==> config.mk <==
export PLATFORM = sky130hd
export DESIGN_NAME = ndgt_front
export DESIGN_NICKNAME = d
export VERILOG_FILES = /design/src/rtl/core/ndgt_pkg.sv /design/src/rtl/core/ndgt_front.sv
export SDC_FILE = /design/constraint.sdc
export NUM_CORES = 1
export LEC_CHECK = 0
export ABC_AREA = 1
export BUFFER_PORTS_ARGS = -buffer_cell sky130_fd_sc_hd__buf_2
export CORE_UTILIZATION = 30
export CTS_BUF_LIST = sky130_fd_sc_hd__clkbuf_8
export CTS_CLUSTER_DIAMETER = 200
export DETAILED_ROUTE_END_ITERATION = 10
export GPL_TIMING_DRIVEN = 0
export HOLD_SLACK_MARGIN = 0.08
export PLACE_DENSITY = 0.47
export SYNTH_ARGS = -nofsm -noshare
export SYNTH_HDL_FRONTEND = slang
export SYNTH_SLANG_ARGS = --single-unit
==> constraint.sdc <==
create_clock -name i_clk -period 8.8 [get_ports i_clk]
set_clock_uncertainty 0.05 [all_clocks]
set_input_delay 0.88 -clock i_clk [delete_from_list [all_inputs] [get_ports i_clk]]
set_output_delay 0.88 -clock i_clk [all_outputs]
set_load 0.1 [all_outputs]
==> src/rtl/core/ndgt_pkg.sv <==
// ============================================================================
// ndgt_pkg : shared types and constants for the named directed graph table
// command codes, status codes, queue entry and back-end state encoding
// ============================================================================
package ndgt_pkg;

    localparam int MaxNodes  = 32;
    localparam int SlotW     = $clog2(MaxNodes);
    localparam int CountW    = $clog2(MaxNodes + 1);
    localparam int KeyW      = 64;
    localparam int SlotOutW  = 5;

    typedef enum logic [2:0] {
        FN_ADD_NODE = 3'd0,
        FN_DEL_NODE = 3'd1,
        FN_ADD_EDGE = 3'd2,
        FN_DEL_EDGE = 3'd3,
        FN_LIST_OUT = 3'd4,
        FN_LIST_IN  = 3'd5
    } t_func;

    typedef enum logic [2:0] {
        ST_DONE     = 3'd0,
        ST_FULL     = 3'd1,
        ST_PRESENT  = 3'd2,
        ST_MISSING  = 3'd3,
        ST_NEIGHBOR = 3'd4,
        ST_NONE     = 3'd5
    } t_status;

    // one classified command between front and back
    typedef struct packed {
        logic [2:0]      func;
        logic [KeyW-1:0] key_a;
        logic [KeyW-1:0] key_b;
    } t_cmd;

    typedef enum logic [3:0] {
        BS_IDLE,
        BS_SEARCH,
        BS_DECIDE,
        BS_SHIFT,
        BS_COLS,
        BS_LIST,
        BS_LIST_RD,
        BS_EMIT,
        BS_WAIT
    } t_bstate;

endpackage

==> src/rtl/core/ndgt_front.sv <==
// ============================================================================
// ndgt_front : command intake
// accepts command beats, drops unused codes, queues the rest in a small fifo
// ============================================================================
module ndgt_front
    import ndgt_pkg::*;
(
    input  logic       i_clk,
    input  logic       i_rst_n,
    input  logic       i_valid,
    output logic       o_ready,
    input  t_cmd       i_cmd,
    output logic       o_valid,
    input  logic       i_ready,
    output t_cmd       o_cmd
);

    t_cmd       r_q [2];
    logic       r_wp, r_rp;
    logic [1:0] r_cnt;
    logic       w_push, w_pop, w_keep;

    assign o_ready = (r_cnt != 2'd2);
    assign w_keep  = (i_cmd.func <= FN_LIST_IN);
    assign w_push  = i_valid && o_ready && w_keep;
    assign w_pop   = o_valid && i_ready;
    assign o_valid = (r_cnt != 2'd0);
    assign o_cmd   = r_q[r_rp];

    always_ff @(posedge i_clk) begin
        if (w_push) begin
            r_q[r_wp] <= i_cmd;
        end
        if (!i_rst_n) begin
            r_wp  <= 1'b0;
            r_rp  <= 1'b0;
            r_cnt <= 2'd0;
        end else begin
            if (w_push) r_wp <= ~r_wp;
            if (w_pop)  r_rp <= ~r_rp;
            r_cnt <= r_cnt + {1'b0, w_push} - {1'b0, w_pop};
        end
    end

endmodule

; After elaboration in Yosys (flattened, before gate mapping)
; Memory sizes are Yosys's and may differ from the RTL's. A register that Yosys moved wholly into a read port is not among the register bits.
; Cells that the tools add are included.
[op_classes]
n_addsub = 2
n_lt_le_gt_ge = 1
n_eq_ne = 1
muxes = 4
n_bitwise = 2
reduce_logical = 4
[op_table]
columns = operator, count
row1 = 2-to-1 mux 1 bit, 4
row2 = <= comparator 3 bit (second input constant), 1
row3 = logical AND 1 bit, 3
row4 = adder 2 x 1 -> 2 bit, 1
row5 = != test 2 bit (second input constant), 1
row6 = NOT 1 bit, 2
row7 = nonzero test 2 bit, 1
row8 = subtractor 2 x 1 -> 2 bit, 1
[totals]
reg_bits = 4
ram_bits = 262
in_bits = 135
n_memories = 1
[mem_list]
columns = name, depth, word_bits, read_ports, rd_clocked_by_memory_dff, wr, line_no
row1 = r_q, 2, 131, 1, 1, 1, ndgt_front.sv:18  ; t_cmd r_q [2];

; Logic depth before layout (Yosys ltp)
[depth]
word_depth = 5
ltp_mapped = 11
mapped_depth_nobuf = 11

; Least setup slack after synthesis
; No wires, ideal clock.
[synth_path]
path_kind = register to register
startpoint = register r_cnt[0]
endpoint = memory r_q[1][0] (netlist name), enable pin
setup_ns = 0.625
arrival_time_ns = 6.986
required_time_ns = 8.125
path_slack_ns = 1.139
path_stages_with_launch = 5
n_path_buf = 0
path_cell_list = dfxtp_1 > inv_1 > nand2_1 > nand3_1 > nor2_1
[synth_via]
elab_chain_cells = 5
[synth_rtl]
columns = item, line_no
row1 = start: declaration, ndgt_front.sv:20  ; logic [1:0] r_cnt;
row2 = start signal: assignment, ndgt_front.sv:41  ; r_cnt <= r_cnt + {1'b0, w_push} - {1'b0, w_pop};
row3 = != test 2 bit, ndgt_front.sv:23  ; assign o_ready = (r_cnt != 2'd2);
row4 = named net o_ready, ndgt_front.sv:11  ; output logic o_ready,
row5 = logical AND 1 bit (2 in series), ndgt_front.sv:25  ; assign w_push = i_valid && o_ready && w_keep;
row6 = 2-to-1 mux 1 bit, ndgt_front.sv:31  ; if (w_push) begin
row7 = 2-to-1 mux 1 bit (implied by the code), ndgt_front.sv:32  ; r_q[r_wp] <= i_cmd;
row8 = end: declaration, ndgt_front.sv:18
; The timed path passes the listed nets, and every way through them passes these cells.

==> metrics list <==
* CTS tree: yes
- 268 I/O pins were placed.
* Number of enable flip-flop cells after synthesis: roughly 260
* Pins Over Slew Limit: 0
- Most area-hungry cell type in the Yosys netlist: sky130_fd_sc_hd__edfxtp_1
- Including well taps, the total number of placed cells is about 1.2k.
- Worst R2R Start: r_cnt[0]
- Floorplan die area: 0.0343 sq mm
* Post-CTS Hold Fix Bufs: 0
- Wire segments on met3 add up to 2.15 mm in the final route.
- In this design, the critical path's most frequently occurring cell is sky130_fd_sc_hd__buf_6.
- # H-tree levels: 2
- Cell family with most CP delay: buffers and inverters
- Net count after synthesis: 581
* Deepest clock path buffer count: 3
- Total leakage power: between 5 and 6 nW
- Number of buffers inserted by post-CTS setup repair: 0
* Highest fanout seen on the critical path: 10
- Proportion of synthesized flip-flops having asynchronous set or reset: 0
* Chip Height: 185 microns
- Counting both buffers and inverters, the worst setup path holds a total of 4.
- The number of antenna violations at the first check in global routing was 4.
* Width of the die: 185 microns
- Routability-driven placement finished with a final weighted congestion of 0.717.
* Met2 Routed Length: 9.78 mm
- Via/cell ratio: between 4 and 5
- CP required: 7870 ps
- The highest metal layer carrying signal wires in the routed design is met5.
* Capturing instance or port of the critical path: o_cmd[125]
- The number of global-route vias before repair is 5675.
- Buffers placed on the I/O ports in this run total 267.
* Stages on the worst setup path: 5
- Clock tree synthesis selected as its root buffer the cell sky130_fd_sc_hd__clkbuf_8.
- Among all flip-flop cells after synthesis, the most frequent one is sky130_fd_sc_hd__edfxtp_1.
* Met1 WL: around 8 mm
- Cell Count, Final, Fillers Out: between 1k and 1.5k
* Area contributors post-synth: sky130_fd_sc_hd__edfxtp_1, sky130_fd_sc_hd__mux2_4, sky130_fd_sc_hd__mux2_2, sky130_fd_sc_hd__buf_6, sky130_fd_sc_hd__dfxtp_1
- Via count: 5195
* RSZ-0062 raised after global routing: false
* Setup Slack @ Placement: a little under 6000 ps
* Critical Path Sink Type: output pin
- The first detailed-routing pass took 4 iterations.
- Actual slew at the worst max-slew pin: 570 ps
- The final hold violation count is 0.
- The share of the Yosys chip area taken by registers is 0.791.
- The setup check on the worst reg-to-reg path leaves a slack of 6390 ps.
* DRT antenna net count: 0
* Number of clock sinks: about 270
- Of the post-synthesis cell area, the dominant cell type holds 0.781.
* Final Worst Setup Slack: 5840 ps
- Headroom to the max-slew limit came out at 0.622.
- Skew-Pair Late Insertion Delay: 540 ps
- Initial core utilization: 0.307
- In the global route stage, overall resource usage came out at 0.115.
* Outcome: complete, no violations
* Post-detail-place hpwl: 14.4 mm
- PostCTS Resize Cnt: 0
* Critical Path Start Type: flip-flop
- Cell with the largest stage delay on the worst path: sky130_fd_sc_hd__buf_2
- TritonCTS created 46 clock buffers.
- Post-synthesis to final-layout area growth: 29.0%
* Min-delay worst type: flip-flop to flip-flop
- Counting cells, the worst reg-to-reg path comes to 7.
- Row generation in the floorplan step produced 66 rows.
- For the worst setup path, the data arrival time is 2030 ps.
- The average instance in the mapped netlist occupies 22.6 sq um.
- The smallest clock period supported by the final layout is computed as 2960 ps.
* Number of nets in the layout: around 910
* Iteration-0 DRC count of the detailed router: approximately 140
* Number of warnings issued by yosys: 0
- IR Drop Worst-Case VDD: 0.168 mV
- Max-cap violations: 0
- Ordered list of cells on the worst path: buf_6 > buf_8 > buf_6 > mux2_4 > buf_2
- In this run, synthesis produced a sequential element count of 267.
- In the final routed layout, each cell accounts on average for 16.5 microns.
- Largest net degree at the start of global routing: 33
- The endpoint identified for the worst register-to-register timing path is r_q[1][85].
- Synth cell types: 15
- The mapped netlist covers 0.0101 sq mm.
- The commonest cells after synthesis are sky130_fd_sc_hd__edfxtp_1, sky130_fd_sc_hd__mux2_4, sky130_fd_sc_hd__mux2_2.
- Dividing the final minimum period by the clock period gives 0.337.
* Wire length of the first global-routing pass: 30.2 mm
* Standard cell core area: approximately 0.033 sq mm
- Setup violation total in the final timing report: 0
* Dominant cell by count in the synthesized netlist: sky130_fd_sc_hd__edfxtp_1
- After global routing the overflow that remains totals 0.
* Delay of the slowest cell on the worst path: ~460 ps
* DRC violation count after routing: 0
- Routed Wire Length: 20.6 mm
* Cells after synthesis: 445
* PwrDens: 349 mW/mm^2
- The setup path with the least slack is of type flip-flop to output pin.
* Clock slew at the register clock pins of the worst setup and hold paths: 50 ps
* Achievable frequency: 338 MHz
* Fraction of final layout cells with drive strength greater than 1: 0.593
through the flow:
step,TNS [ps],utilization,instance area [sq um],power (mW),hold slack [ps]
CTS,0,0.396,13000,4.61,415
finish,0,0.396,13000,4.54,435
global route,0,0.396,13000,4.72,430
global placement,-455300,0.365,12000,3.59,410
floorplan,0,-,10100,3.31,397
detailed placement,0,0.371,12200,3.59,426
cell usage in the layout, fill, tap and decap left out, drive strengths merged, types with 2 or more instances in the layout:
master	synthesis	final
a21oi	3	3
buf	15	291
clkbuf	0	47
clkinv	0	18
dfxtp	5	5
edfxtp	262	262
inv	8	25
mux2	131	131
nand2	9	9
nand3	2	2
nor2	6	6
o21ai	2	2
tightest hold or removal path: stages (launching register included):
cell and delay [ps]:
sky130_fd_sc_hd__dfxtp_1 300, sky130_fd_sc_hd__inv_1 80, sky130_fd_sc_hd__a21oi_1 60
flip-flops by register name, summed over array words and instances (netlist names), named ones only:
register and flops:
r_rp 1, r_cnt 2, r_q 262, r_wp 1
cells by family (layout without fill, tap and decap cells):
logic type,after synthesis,in the layout,share of synthesized area
other,0,1,0
buffers and inverters,23,383,0.0176
AND/OR/NAND/NOR,17,17,0.00658
adder cells (fa/ha/maj),1,1,0.00124
multiplexers,131,131,0.180
XOR/XNOR,1,1,0.000870
flip-flops,267,267,0.791
AO/OA/AOI/OAI,5,5,0.00248
area by class of cell:
cell class / instances / area [sq um]
antenna: 1 / 2.50
buffer: 15 / 148
clock buffer: 47 / 647
clock inverter: 37 / 174
fill: 3048 / 19800
inverter: 8 / 30.0
multi-input combinational: 155 / 1940
sequential: 267 / 7970
tap: 442 / 553
timing repair buffer: 276 / 1530
per-layer routing:
layer | vias up | global-route usage
li1 | 2413 | -
met1 | 2502 | 0.125
met2 | 220 | 0.194
met3 | 54 | 0.0515
met4 | 6 | 0.0496
met5 | - | 0
report_power, final:
part | switching [mW] | total [mW] | leakage, nW | internal, mW
clock network | 0.467 | 0.991 | 0.480 | 0.523
registers | 0.0336 | 1.59 | 2.47 | 1.56
logic | 1.54 | 1.96 | 2.10 | 0.422
worst min-delay path by stage:
stage | slack (ps) | cells after the start | startpoint | to
2_1_floorplan | 400 | 2 | r_rp | flip-flop
3_3_place_gp | 410 | 2 | r_rp | r_rp
3_5_place_dp | 430 | 2 | r_rp | flip-flop
4_1_cts | 420 | 1 | i_cmd[117] | r_q[1][117]
5_1_grt | 430 | 1 | i_cmd[63] | r_q[1][63]
6_report | 440 | 2 | r_rp | flip-flop
No activity file was read; power rests on OpenSTA's default activity.
